$ cat config.mk
export PLATFORM = sky130hd
export DESIGN_NAME = keyed_counter_table_core
export DESIGN_NICKNAME = d
export VERILOG_FILES = /design/src/hdl/kct_pkg.sv /design/src/hdl/kct_ram.sv /design/src/hdl/keyed_counter_table_core.sv
export SDC_FILE = /design/constraint.sdc
export NUM_CORES = 2
export LEC_CHECK = 0
export BUFFER_PORTS_ARGS = -buffer_cell sky130_fd_sc_hd__buf_2
export CAP_MARGIN = 5
export CORE_MARGIN = 1
export CORE_UTILIZATION = 30
export DETAILED_ROUTE_END_ITERATION = 8
export HOLD_SLACK_MARGIN = 0.12
export PLACE_DENSITY = 0.51
export SETUP_SLACK_MARGIN = 0.05
export SLEW_MARGIN = 25
export SYNTH_ARGS = -nofsm -noshare
export SYNTH_HDL_FRONTEND = slang
export SYNTH_SLANG_ARGS = --single-unit
$ cat constraint.sdc
create_clock -name clk_i -period 7.8 [get_ports clk_i]
set_input_delay 0.39 -clock clk_i [delete_from_list [all_inputs] [get_ports clk_i]]
set_output_delay 0.39 -clock clk_i [all_outputs]
set_load 0.01 [all_outputs]
$ cat src/hdl/kct_pkg.sv
// Shared constants and types of the keyed counter table.
package kct_pkg;

  localparam int unsigned TABLE_DEPTH = 64;
  localparam int unsigned IDX_W       = $clog2(TABLE_DEPTH);
  localparam int unsigned KEY_W       = 32;
  localparam int unsigned CNT_W       = 32;
  localparam int unsigned ENTRY_W     = KEY_W + CNT_W;
  localparam int unsigned IN_TDATA_W  = 72;
  localparam int unsigned OUT_TDATA_W = 40;

  typedef logic [IDX_W-1:0]        idx_t;
  typedef logic [KEY_W-1:0]        key_t;
  typedef logic signed [CNT_W-1:0] cnt_t;

  localparam idx_t LAST_IDX = IDX_W'(TABLE_DEPTH - 1);
  localparam cnt_t CNT_MAX  = 32'sh7FFF_FFFF;
  localparam cnt_t CNT_NEG1 = -32'sd1;
  localparam cnt_t CNT_ONE  = 32'sd1;
  localparam cnt_t CNT_ZERO = 32'sd0;

  typedef enum logic [2:0] {
    OP_ADD      = 3'd0,
    OP_REMOVE   = 3'd1,
    OP_INC      = 3'd2,
    OP_DEC      = 3'd3,
    OP_OVERRIDE = 3'd4,
    OP_LOOKUP   = 3'd5
  } op_e;

  typedef enum logic [1:0] {
    ST_DONE      = 2'd0,
    ST_NOT_FOUND = 2'd1,
    ST_PRESENT   = 2'd2,
    ST_FULL      = 2'd3
  } status_e;

endpackage

$ cat src/hdl/kct_ram.sv
// Generic single-port-write, single-port-read RAM with a registered read.
module kct_ram #(
  parameter int unsigned Width = 64,
  parameter int unsigned Depth = 64
) (
  input  logic                     clk_i,
  input  logic                     we_i,
  input  logic [$clog2(Depth)-1:0] waddr_i,
  input  logic [Width-1:0]         wdata_i,
  input  logic [$clog2(Depth)-1:0] raddr_i,
  output logic [Width-1:0]         rdata_o
);

  logic [Width-1:0] mem_q [Depth];
  logic [Width-1:0] rdata_q;

  always_ff @(posedge clk_i) begin
    if (we_i) begin
      mem_q[waddr_i] <= wdata_i;
    end
    rdata_q <= mem_q[raddr_i];
  end

  assign rdata_o = rdata_q;

endmodule

$ cat src/hdl/keyed_counter_table_core.sv
// Top level of the keyed counter table: request scan, update and result register.
//
// Requests enter on the slave stream (s_axis_*) and each produces exactly one
// result item on the master stream (m_axis_*). An item is taken only while the
// block is idle; it then scans every entry of the key RAM, one read per cycle,
// noting the matching entry and the lowest free slot, and finally writes back
// at most one entry. The length of the scan is set by the single read port of
// the entry RAM; the next item may be accepted in the cycle after the result
// is loaded.
// The result sits in an output register, so a new request may be scanned while
// the previous result still waits; if the receiver stalls, the block holds in
// its final step until the result register is free.
// Reset clears the valid marks of all entries at once; the RAM itself is not
// cleared, as the contents of an entry are only used when its valid mark is set.
module keyed_counter_table_core (
  input  logic                            clk_i,
  input  logic                            rst_ni,
  input  logic                            s_axis_tvalid,
  output logic                            s_axis_tready,
  // operation [2:0], key_tag [34:3], new_value [66:35], zero [71:67]
  input  logic [kct_pkg::IN_TDATA_W-1:0]  s_axis_tdata,
  output logic                            m_axis_tvalid,
  input  logic                            m_axis_tready,
  // status [1:0], found [2], read_value [34:3], zero [39:35]
  output logic [kct_pkg::OUT_TDATA_W-1:0] m_axis_tdata
);

  import kct_pkg::*;

  typedef enum logic [2:0] {
    S_IDLE = 3'b001,
    S_SCAN = 3'b010,
    S_EXEC = 3'b100
  } state_e;

  state_e state_q, state_d;

  op_e  op_q;
  key_t key_q;
  cnt_t val_q;

  idx_t scan_cnt_q;
  logic issue_done_q;
  logic rd_pend_q;
  idx_t rd_idx_q;

  logic hit_q;
  idx_t slot_q;
  cnt_t cnt_val_q;
  logic free_found_q;
  idx_t free_q;

  logic [TABLE_DEPTH-1:0] valid_q;

  logic                   out_valid_q;
  logic [OUT_TDATA_W-1:0] out_data_q;

  logic [ENTRY_W-1:0] rd_data;
  key_t               rd_key;
  cnt_t               rd_cnt;
  logic               rd_match;

  logic    in_fire;
  logic    exec_fire;
  logic    wr_en;
  idx_t    wr_addr;
  cnt_t    wr_cnt;
  logic    set_valid;
  logic    clr_valid;
  status_e res_status;
  cnt_t    res_value;
  cnt_t    cnt_inc;
  cnt_t    cnt_dec;

  assign s_axis_tready = (state_q == S_IDLE);
  assign in_fire       = s_axis_tvalid && s_axis_tready;
  assign exec_fire     = (state_q == S_EXEC) && (!out_valid_q || m_axis_tready);

  kct_ram #(
    .Width(ENTRY_W),
    .Depth(TABLE_DEPTH)
  ) u_entry_ram (
    .clk_i  (clk_i),
    .we_i   (wr_en),
    .waddr_i(wr_addr),
    .wdata_i({key_q, wr_cnt}),
    .raddr_i(scan_cnt_q),
    .rdata_o(rd_data)
  );

  assign rd_key   = rd_data[ENTRY_W-1:CNT_W];
  assign rd_cnt   = rd_data[CNT_W-1:0];
  assign rd_match = rd_pend_q && valid_q[rd_idx_q] && (rd_key == key_q);

  assign cnt_inc = (cnt_val_q == CNT_MAX) ? cnt_val_q : cnt_val_q + CNT_ONE;
  assign cnt_dec = (!cnt_val_q[CNT_W-1] && (cnt_val_q != CNT_ZERO)) ?
                   cnt_val_q - CNT_ONE : CNT_ZERO;

  always_comb begin
    state_d = state_q;
    unique case (state_q)
      S_IDLE: begin
        if (in_fire) begin
          state_d = S_SCAN;
        end
      end
      S_SCAN: begin
        if (rd_pend_q && (rd_idx_q == LAST_IDX)) begin
          state_d = S_EXEC;
        end
      end
      S_EXEC: begin
        if (exec_fire) begin
          state_d = S_IDLE;
        end
      end
      default: state_d = S_IDLE;
    endcase
  end

  always_comb begin
    wr_en      = 1'b0;
    wr_addr    = slot_q;
    wr_cnt     = cnt_val_q;
    set_valid  = 1'b0;
    clr_valid  = 1'b0;
    res_status = ST_DONE;
    res_value  = CNT_NEG1;
    unique case (op_q)
      OP_ADD: begin
        if (hit_q) begin
          res_status = ST_PRESENT;
          res_value  = cnt_val_q;
        end else if (!free_found_q) begin
          res_status = ST_FULL;
        end else begin
          wr_en     = exec_fire;
          wr_addr   = free_q;
          wr_cnt    = val_q;
          set_valid = exec_fire;
          res_value = val_q;
        end
      end
      OP_REMOVE: begin
        if (hit_q) begin
          clr_valid = exec_fire;
        end else begin
          res_status = ST_NOT_FOUND;
        end
      end
      OP_INC: begin
        if (hit_q) begin
          wr_en     = exec_fire;
          wr_cnt    = cnt_inc;
          res_value = cnt_inc;
        end else begin
          res_status = ST_NOT_FOUND;
        end
      end
      OP_DEC: begin
        if (hit_q) begin
          wr_en     = exec_fire;
          wr_cnt    = cnt_dec;
          res_value = cnt_dec;
        end else begin
          res_status = ST_NOT_FOUND;
        end
      end
      OP_OVERRIDE: begin
        if (hit_q) begin
          wr_en     = exec_fire;
          wr_cnt    = val_q;
          res_value = val_q;
        end else begin
          res_status = ST_NOT_FOUND;
        end
      end
      default: begin
        if (hit_q) begin
          res_value = cnt_val_q;
        end else begin
          res_status = ST_NOT_FOUND;
        end
      end
    endcase
  end

  always_ff @(posedge clk_i or negedge rst_ni) begin
    if (!rst_ni) begin
      state_q      <= S_IDLE;
      issue_done_q <= 1'b0;
      rd_pend_q    <= 1'b0;
      hit_q        <= 1'b0;
      free_found_q <= 1'b0;
      valid_q      <= '0;
      out_valid_q  <= 1'b0;
    end else begin
      state_q <= state_d;
      if (in_fire) begin
        issue_done_q <= 1'b0;
        rd_pend_q    <= 1'b0;
        hit_q        <= 1'b0;
        free_found_q <= 1'b0;
      end else if (state_q == S_SCAN) begin
        rd_pend_q <= !issue_done_q;
        if (scan_cnt_q == LAST_IDX) begin
          issue_done_q <= 1'b1;
        end
        if (rd_match) begin
          hit_q <= 1'b1;
        end
        if (rd_pend_q && !valid_q[rd_idx_q] && !free_found_q) begin
          free_found_q <= 1'b1;
        end
      end
      if (set_valid) begin
        valid_q[wr_addr] <= 1'b1;
      end else if (clr_valid) begin
        valid_q[slot_q] <= 1'b0;
      end
      if (exec_fire) begin
        out_valid_q <= 1'b1;
      end else if (m_axis_tready) begin
        out_valid_q <= 1'b0;
      end
    end
  end

  always_ff @(posedge clk_i) begin
    if (in_fire) begin
      op_q       <= op_e'(s_axis_tdata[2:0]);
      key_q      <= s_axis_tdata[34:3];
      val_q      <= s_axis_tdata[66:35];
      scan_cnt_q <= '0;
    end else if ((state_q == S_SCAN) && !issue_done_q) begin
      rd_idx_q <= scan_cnt_q;
      if (scan_cnt_q != LAST_IDX) begin
        scan_cnt_q <= scan_cnt_q + idx_t'(1);
      end
    end
    if (rd_match) begin
      slot_q    <= rd_idx_q;
      cnt_val_q <= rd_cnt;
    end
    if ((state_q == S_SCAN) && rd_pend_q && !valid_q[rd_idx_q] && !free_found_q) begin
      free_q <= rd_idx_q;
    end
    if (exec_fire) begin
      out_data_q <= {5'b0, res_value, hit_q, res_status};
    end
  end

  assign m_axis_tvalid = out_valid_q;
  assign m_axis_tdata  = out_data_q;

endmodule

* After elaboration in Yosys (flattened, before gate mapping)
Memories as Yosys holds them, arrays and structs flattened. A register that Yosys moved wholly into a read port is not among the register bits.
Cells that the tools add are included.
** Operators by class
- Add/subtract/negate cells :: 3
- Magnitude comparators :: 5
- Eq/ne operators :: 15
- Mux-type cells :: 55
- Bitwise gates (word level) :: 4
- Reduce and logical (&&, ||, !) cells :: 35
** Operators with widths (count)
- $mux W32 :: 13
- $pmux W32 S5 :: 1
- $mux W64 :: 2
- $pmux W32 S4 :: 1
- $and A64 B64 Y64 :: 1
- $not A64 Y64 :: 1
- $or A64 B64 Y64 :: 1
- $add A32 B2 Y32 const B :: 1
- $eq A32 B32 Y1 :: 1
- $eq A32 B32 Y1 const B :: 1
- $reduce_bool A32 Y1 :: 1
- $sub A32 B2 Y32 const B :: 1
- $mux W1 :: 24
- $lt A6 B7 Y1 const B :: 3
- $mux W6 :: 3
- $logic_and A1 B1 Y1 :: 14
- $demux W1 S6 :: 2
- $eq A6 B6 Y1 const B :: 2
- $ge A6 B1 Y1 const B :: 2
- $reduce_bool A2 Y1 :: 6
- $reduce_and A2 Y1 :: 5
- $eq A3 B2 Y1 const B :: 3
- $mux W3 :: 3
- $pmux W3 S3 :: 1
- other kinds (15) :: 24
** Storage, ports and cells
- Flip-flop bits (word level) :: 230
- RAM bits :: 4096
- Input port bits :: 76
- Logic and storage cells :: 134
- Memories :: 1
** Memories
- u_entry_ram.mem_q :: words 64, bits a word 64, read ports 1, clocked after memory_dff 1, write ports 1, line kct_ram.sv:14 : logic [Width-1:0] mem_q [Depth];

* Logic depth before layout (Yosys ltp)
- Depth in word-level cells :: 9
- Gate-level depth with buffers :: 11
- Mapped depth without buffers :: 9

* By module
A second synthesis with hierarchy kept.
** Second synthesis, totals
- Cell total of the unflattened synthesis :: 7954
- Area total of the unflattened synthesis :: 169581.4 um^2
** By module, submodules not included
- kct_ram :: times used 1, cells each 6598, area each 156348.7 um^2, sequential area each 124279.2 um^2
- keyed_counter_table_core :: times used 1, cells each 1356, area each 13232.7 um^2, sequential area each 6487.5 um^2

* Least setup slack after synthesis
OpenSTA, ideal clock, no wires.
- Path type :: register -> register
- Start :: register cnt_val_q[0]
- End :: memory u_entry_ram.mem_q[0][22], data pin
- Library setup time :: 702 ps
- Arrival time :: 5117 ps
- Required time :: 7098 ps
- Path slack :: 1982 ps
- Cell stages (with the launch flop) :: 12
- Cells stage by stage :: edfxtp_1 > clkbuf_1 > inv_1 > ha_1 > or4b_2 > or2_2 > clkbuf_1 > nor4_1 > o21ai_0 > nand3_1 > nor2_1 > o21ai_0
** Between the ends
- Word-level cells in the longest chain between the ends :: 5
- Elaborated cells between the ends (all ways) :: 10
- Classes of those cells :: add/sub (2); eq/ne (1); mux (5); reduce/logical (2)
** RTL lines
- from (decl) :: line keyed_counter_table_core.sv:49 : cnt_t cnt_val_q;
- from (signal assigned) :: line keyed_counter_table_core.sv:243 : cnt_val_q <= rd_cnt;
- branches (longest 4 deep; another with $sub A32 B2 Y32)
- $pmux W32 S4 * :: line keyed_counter_table_core.sv:129 : unique case (op_q)
- via u_entry_ram.wdata_i[22] :: line kct_ram.sv:9 : input logic [Width-1:0] wdata_i,
- to (decl) :: line kct_ram.sv:14
Mark *: on every way through the listed nets, which the timed path passes.

* Final worst setup path
- Start :: register free_found_q
- End :: memory u_entry_ram.mem_q[10][45], enable pin
** Between the ends
- Word-level cells in the longest chain between the ends :: 5
- Elaborated cells between the ends (all ways) :: 8
- Classes of those cells :: mux (8)
** RTL lines
- from (decl) :: line keyed_counter_table_core.sv:50 : logic free_found_q;
- from (signal assigned) :: line keyed_counter_table_core.sv:194 : free_found_q <= 1'b0;
- from (signal assigned) :: line keyed_counter_table_core.sv:203 : free_found_q <= 1'b0;
- from (signal assigned) :: line keyed_counter_table_core.sv:213 : free_found_q <= 1'b1;
- $mux W1 :: line keyed_counter_table_core.sv:134 : end else if (!free_found_q) begin
- $mux W1 :: line keyed_counter_table_core.sv:131 : if (hit_q) begin
- $pmux W1 S2 :: line keyed_counter_table_core.sv:129
- $mux W1 :: line kct_ram.sv:18 : if (we_i) begin
- $mux W1 (implied by the code) :: line kct_ram.sv:19 : mem_q[waddr_i] <= wdata_i;
Several ways; a longest one is shown, not always the timed one.

==> results.txt <==
----------------------------------------------------
[Hold path]
  Hold_sp ... s_axis_tdata[14]
  Hold WC Path Type ... in2reg

[Synthesis]
  Most area-hungry cell type in the Yosys netlist ... edfxtp_1
  Synth Cell Area ... 169,000 µm²
  Post-synth EDFFs ... 4,248
  Count leader, synth ... edfxtp_1
  Flip-flop cell with the highest count after synthesis ... edfxtp_1
  Number of warnings printed during yosys synthesis ... 0
  Average cell area after synthesis ... 23.4 µm²
  Flip-flop and latch count after synthesis ... between 4k and 5k
  Synth Instances ... 7,243
  Leading post-synthesis cells by instance count ... edfxtp_1, mux4_2, clkbuf_1, o21ai_0, nor2_1
  Count of distinct cell types in the synthesized netlist ... a little over 80
  Post-synthesis async set-or-reset flop share ... 0.0164
  Area share of the largest cell type after synthesis ... 0.754
  Sequential share of the synthesized area ... 0.773
  Biggest area contributors in the synthesized netlist ... edfxtp_1, mux4_2, dfrtp_1, dfxtp_1, o21ai_0

[Power and ir drop]
  Part of the total power dissipated in sequential elements ... 0.545
  Combinational fraction of design power ... 0.002
  Static Leakage ... between 60 and 70 nW
  Cell internal power dissipation ... between 30 and 40 mW
  Net Sw Frac ... 0.198
  PwrDens ... roughly 240 nW/µm²
  IR drop worst, VDD ... roughly 0.21 mV
  Total net switching power ... approximately 9 mW
  Portion of total power attributed to the clock network ... 0.453

[Worst setup path]
  CP max-delay cell ... nand3_1
  Worst reg2reg startpoint ... free_found_q
  Cell occurring most often along the worst timing path ... buf_4
  Crit path kind ... reg2reg
  Nature of the critical path endpoint ... flop
  Worst Path Required ... between 8 and 9 ns
  Critical Path AT ... 5.72 ns
  Maximum cell stage delay along the critical path ... 0.91 ns
  Worst Setup SP ... free_found_q
  Buffer and inverter count on the worst path ... 2
  Type of element launching the critical path ... flop
  Largest delay share family, worst path ... simple AND/OR/NAND/NOR gates
  Maximum fanout along the worst path ... 35
  Critical-path cell list ... nor2b_1 > buf_4 > nand2_1 > a21oi_1 > nand3_1 > nor2_4 > buf_4
  Worst-case register-to-register setup slack ... roughly 2.7 ns

[Final layout]
  Footprint of the multi-input gates ... ~38,000 µm²
  Fin nets ... a little under 8k
  Area overhead of the layout relative to synthesis ... 16.7%
  Final core occ ... 0.352
  Fin area ... around 200,000 µm²
  Ratio of cells with drive above 1 in the final layout ... 0.306
  FF/Latch Area ... 131,000 µm²
  FILL cells ... approximately 50k

[Run]
  Max-cap violations ... 0

[STA]
  Setup Skew ... ~0.11 ns
  Final Critical Period ... between 5 and 6 ns
  Hold violation total from the final report ... 0
  Count of final setup violators ... 0
  Unrepaired setup endpoints after global routing ... false
  Max-Slew Margin vs Limit ... 0.255
  Final Max Slew Viols ... 0
  Transition at the pin with the smallest max-transition slack ... between 1 and 1.5 ns
  Highest clock rate ... between 150 and 200 MHz
  Ratio of final minimum period to clock period ... 0.659
  TNS Setup ... 0 ns

[CTS]
  Total CTS buffers ... 443
  Clock slew at reported path FFs ... 0.06 ns
  CTS HTree Levels ... 5
  Clock sinks ... 4,390
  Clock latency on the worst-skew pair ... 1.05 ns
  Post_cts resized ... 0
  Cell at the root of the clock tree ... clkbuf_16
  Clock tree from TritonCTS ... yes
  Number of buffers on the longest clock path ... 4

[Floorplan]
  Core Footprint ... 561,000 µm²
  Horizontal extent of the die ... 753 µm
  Starting Density ... 0.301
  Area of the die ... around 570,000 µm²
  Num ports ... around 120
  Core Rows ... 275
  Vertical extent of the die ... roughly 750 µm

[Drt]
  Average detailed-routed wire length per instance ... about 31 µm
  Number of vias per cell ... ~5.2
  DR vias ... between 80k and 90k
  Post-DRT Antenna Nets ... 0
  Final wirelength ... roughly 480 mm
  Remaining DRCs ... 0
  1st-iter DRT viols ... approximately 9.4k
  1st-pass router iterations ... 6

[GRT]
  Antenna violations before repair ... 39
  Global route overflow ... 0
  Largest net degree at the start of global routing ... between 100 and 150
  Vias in the first global route ... about 83k
  First-pass GRT wire length ... between 600 and 700 mm
  GRT Util Overall ... 0.166

[Placed design]
  Post-placement cell area ... between 150,000 and 200,000 µm²
  Count of port buffers added during placement ... 107
  Routability congestion estimate from global placement ... between 0.8 and 0.9
  DP HPWL ... 251 mm

[Status]
  Run status ... completed

----------------------------------------------------
==> kinds of logic (layout without fill, tap and decap cells) <==
group / count (synthesis) / after routing / synth area share
AO/OA/AOI/OAI: 442 / 442 / 0.0158
XOR/XNOR: 70 / 70 / 0.00362
adder cells (fa/ha/maj): 3 / 3 / 0.000222
buffers and inverters: 411 / 1362 / 0.00929
flip-flops: 4390 / 4390 / 0.773
multiplexers: 1375 / 1375 / 0.182
other: 1 / 12 / 0.0000222
AND/OR/NAND/NOR: 551 / 551 / 0.0158
==> timing repair <==
item,4_1_cts,5_1_grt
endpoints found under the hold margin,146,24
setup buffers,0,0
hold buffers,134,1
==> area by class of cell <==
class / count / share of cell area
Timing Repair Buffer: 522 / 0.0260
Clock buffer: 557 / 0.0594
Multi-Input combinational cell: 2446 / 0.190
Tap cell: 7479 / 0.0474
Clock inverter: 266 / 0.0140
Sequential cell: 4390 / 0.662
Antenna cell: 7 / 0.0000887
Inverter: 17 / 0.000349
==> final timing paths <==
kind,to,depth (start not counted)
min in group asynchronous,valid_q[56],4
worst min-delay path,key_q[11],2
worst max-delay path,u_entry_ram.mem_q[10][45],7
max in group asynchronous,valid_q[55],4
worst max register to register,u_entry_ram.mem_q[10][45],7
worst min register to register,cnt_val_q[18],0
==> layer usage <==
| metal | track usage | wire (µm) | vias to the layer above |
|---|---|---|---|
| met5 | 0 | 41 | - |
| met4 | 0.0349 | 9890 | 6 |
| met3 | 0.0219 | 29900 | 660 |
| met2 | 0.270 | 231000 | 3118 |
| met1 | 0.238 | 210000 | 45900 |
| li1 | - | - | 32400 |
==> flip-flops by register name (all words and copies together) (netlist names), 3 cells and up <==
| register | flops |
|---|---|
| scan_cnt_q | 6 |
| rd_idx_q | 6 |
| key_q | 32 |
| op_q | 3 |
| valid_q | 64 |
| free_q | 6 |
| u_entry_ram.rdata_o | 64 |
| m_axis_tdata | 35 |
| val_q | 32 |
| slot_q | 6 |
| u_entry_ram.mem_q | 4096 |
| cnt_val_q | 32 |
| state_q | 3 |
==> cells in the final DEF, fill, tap and decap left out, drive strengths merged, types with 25 or more instances in the layout <==
cell         count
edfxtp        4248
mux4          1362
clkbuf         557
buf            387
o21ai          218
clkinv         206
nor2           169
dlygate4sd3    135
nand2          125
dfrtp           71
a21oi           71
dfxtp           70
nand3           53
nor3            45
bufinv          38
xor2            36
xnor2           34
nor4            29
nand4           25
==> metrics by stage <==
step | setup WS (ns) | hold WS (ns) | power (mW) | instances
2_1_floorplan | 1.98 | 0.0944 | 26.0 | 7247
6_report | 2.66 | 0.241 | 46.7 | 15700
5_1_grt | 2.49 | 0.200 | 48.0 | 15700
4_1_cts | 2.61 | 0.144 | 47.2 | 15700
3_3_place_gp | 2.74 | 0.392 | 26.0 | 14700
3_5_place_dp | 2.66 | 0.389 | 26.0 | 14700
==> power by group through the flow <==
stage / Sequential, mW / Combinational, mW / Clock [mW]
2_1_floorplan: 26.0 / 0.00300 / 0
3_3_place_gp: 26.0 / 0.0296 / 0
3_5_place_dp: 26.0 / 0.0304 / 0
4_1_cts: 25.5 / 0.0825 / 21.6
5_1_grt: 25.4 / 0.0893 / 22.5
6_report: 25.5 / 0.0813 / 21.2
Note: power is estimated with default switching activity, not from simulation.
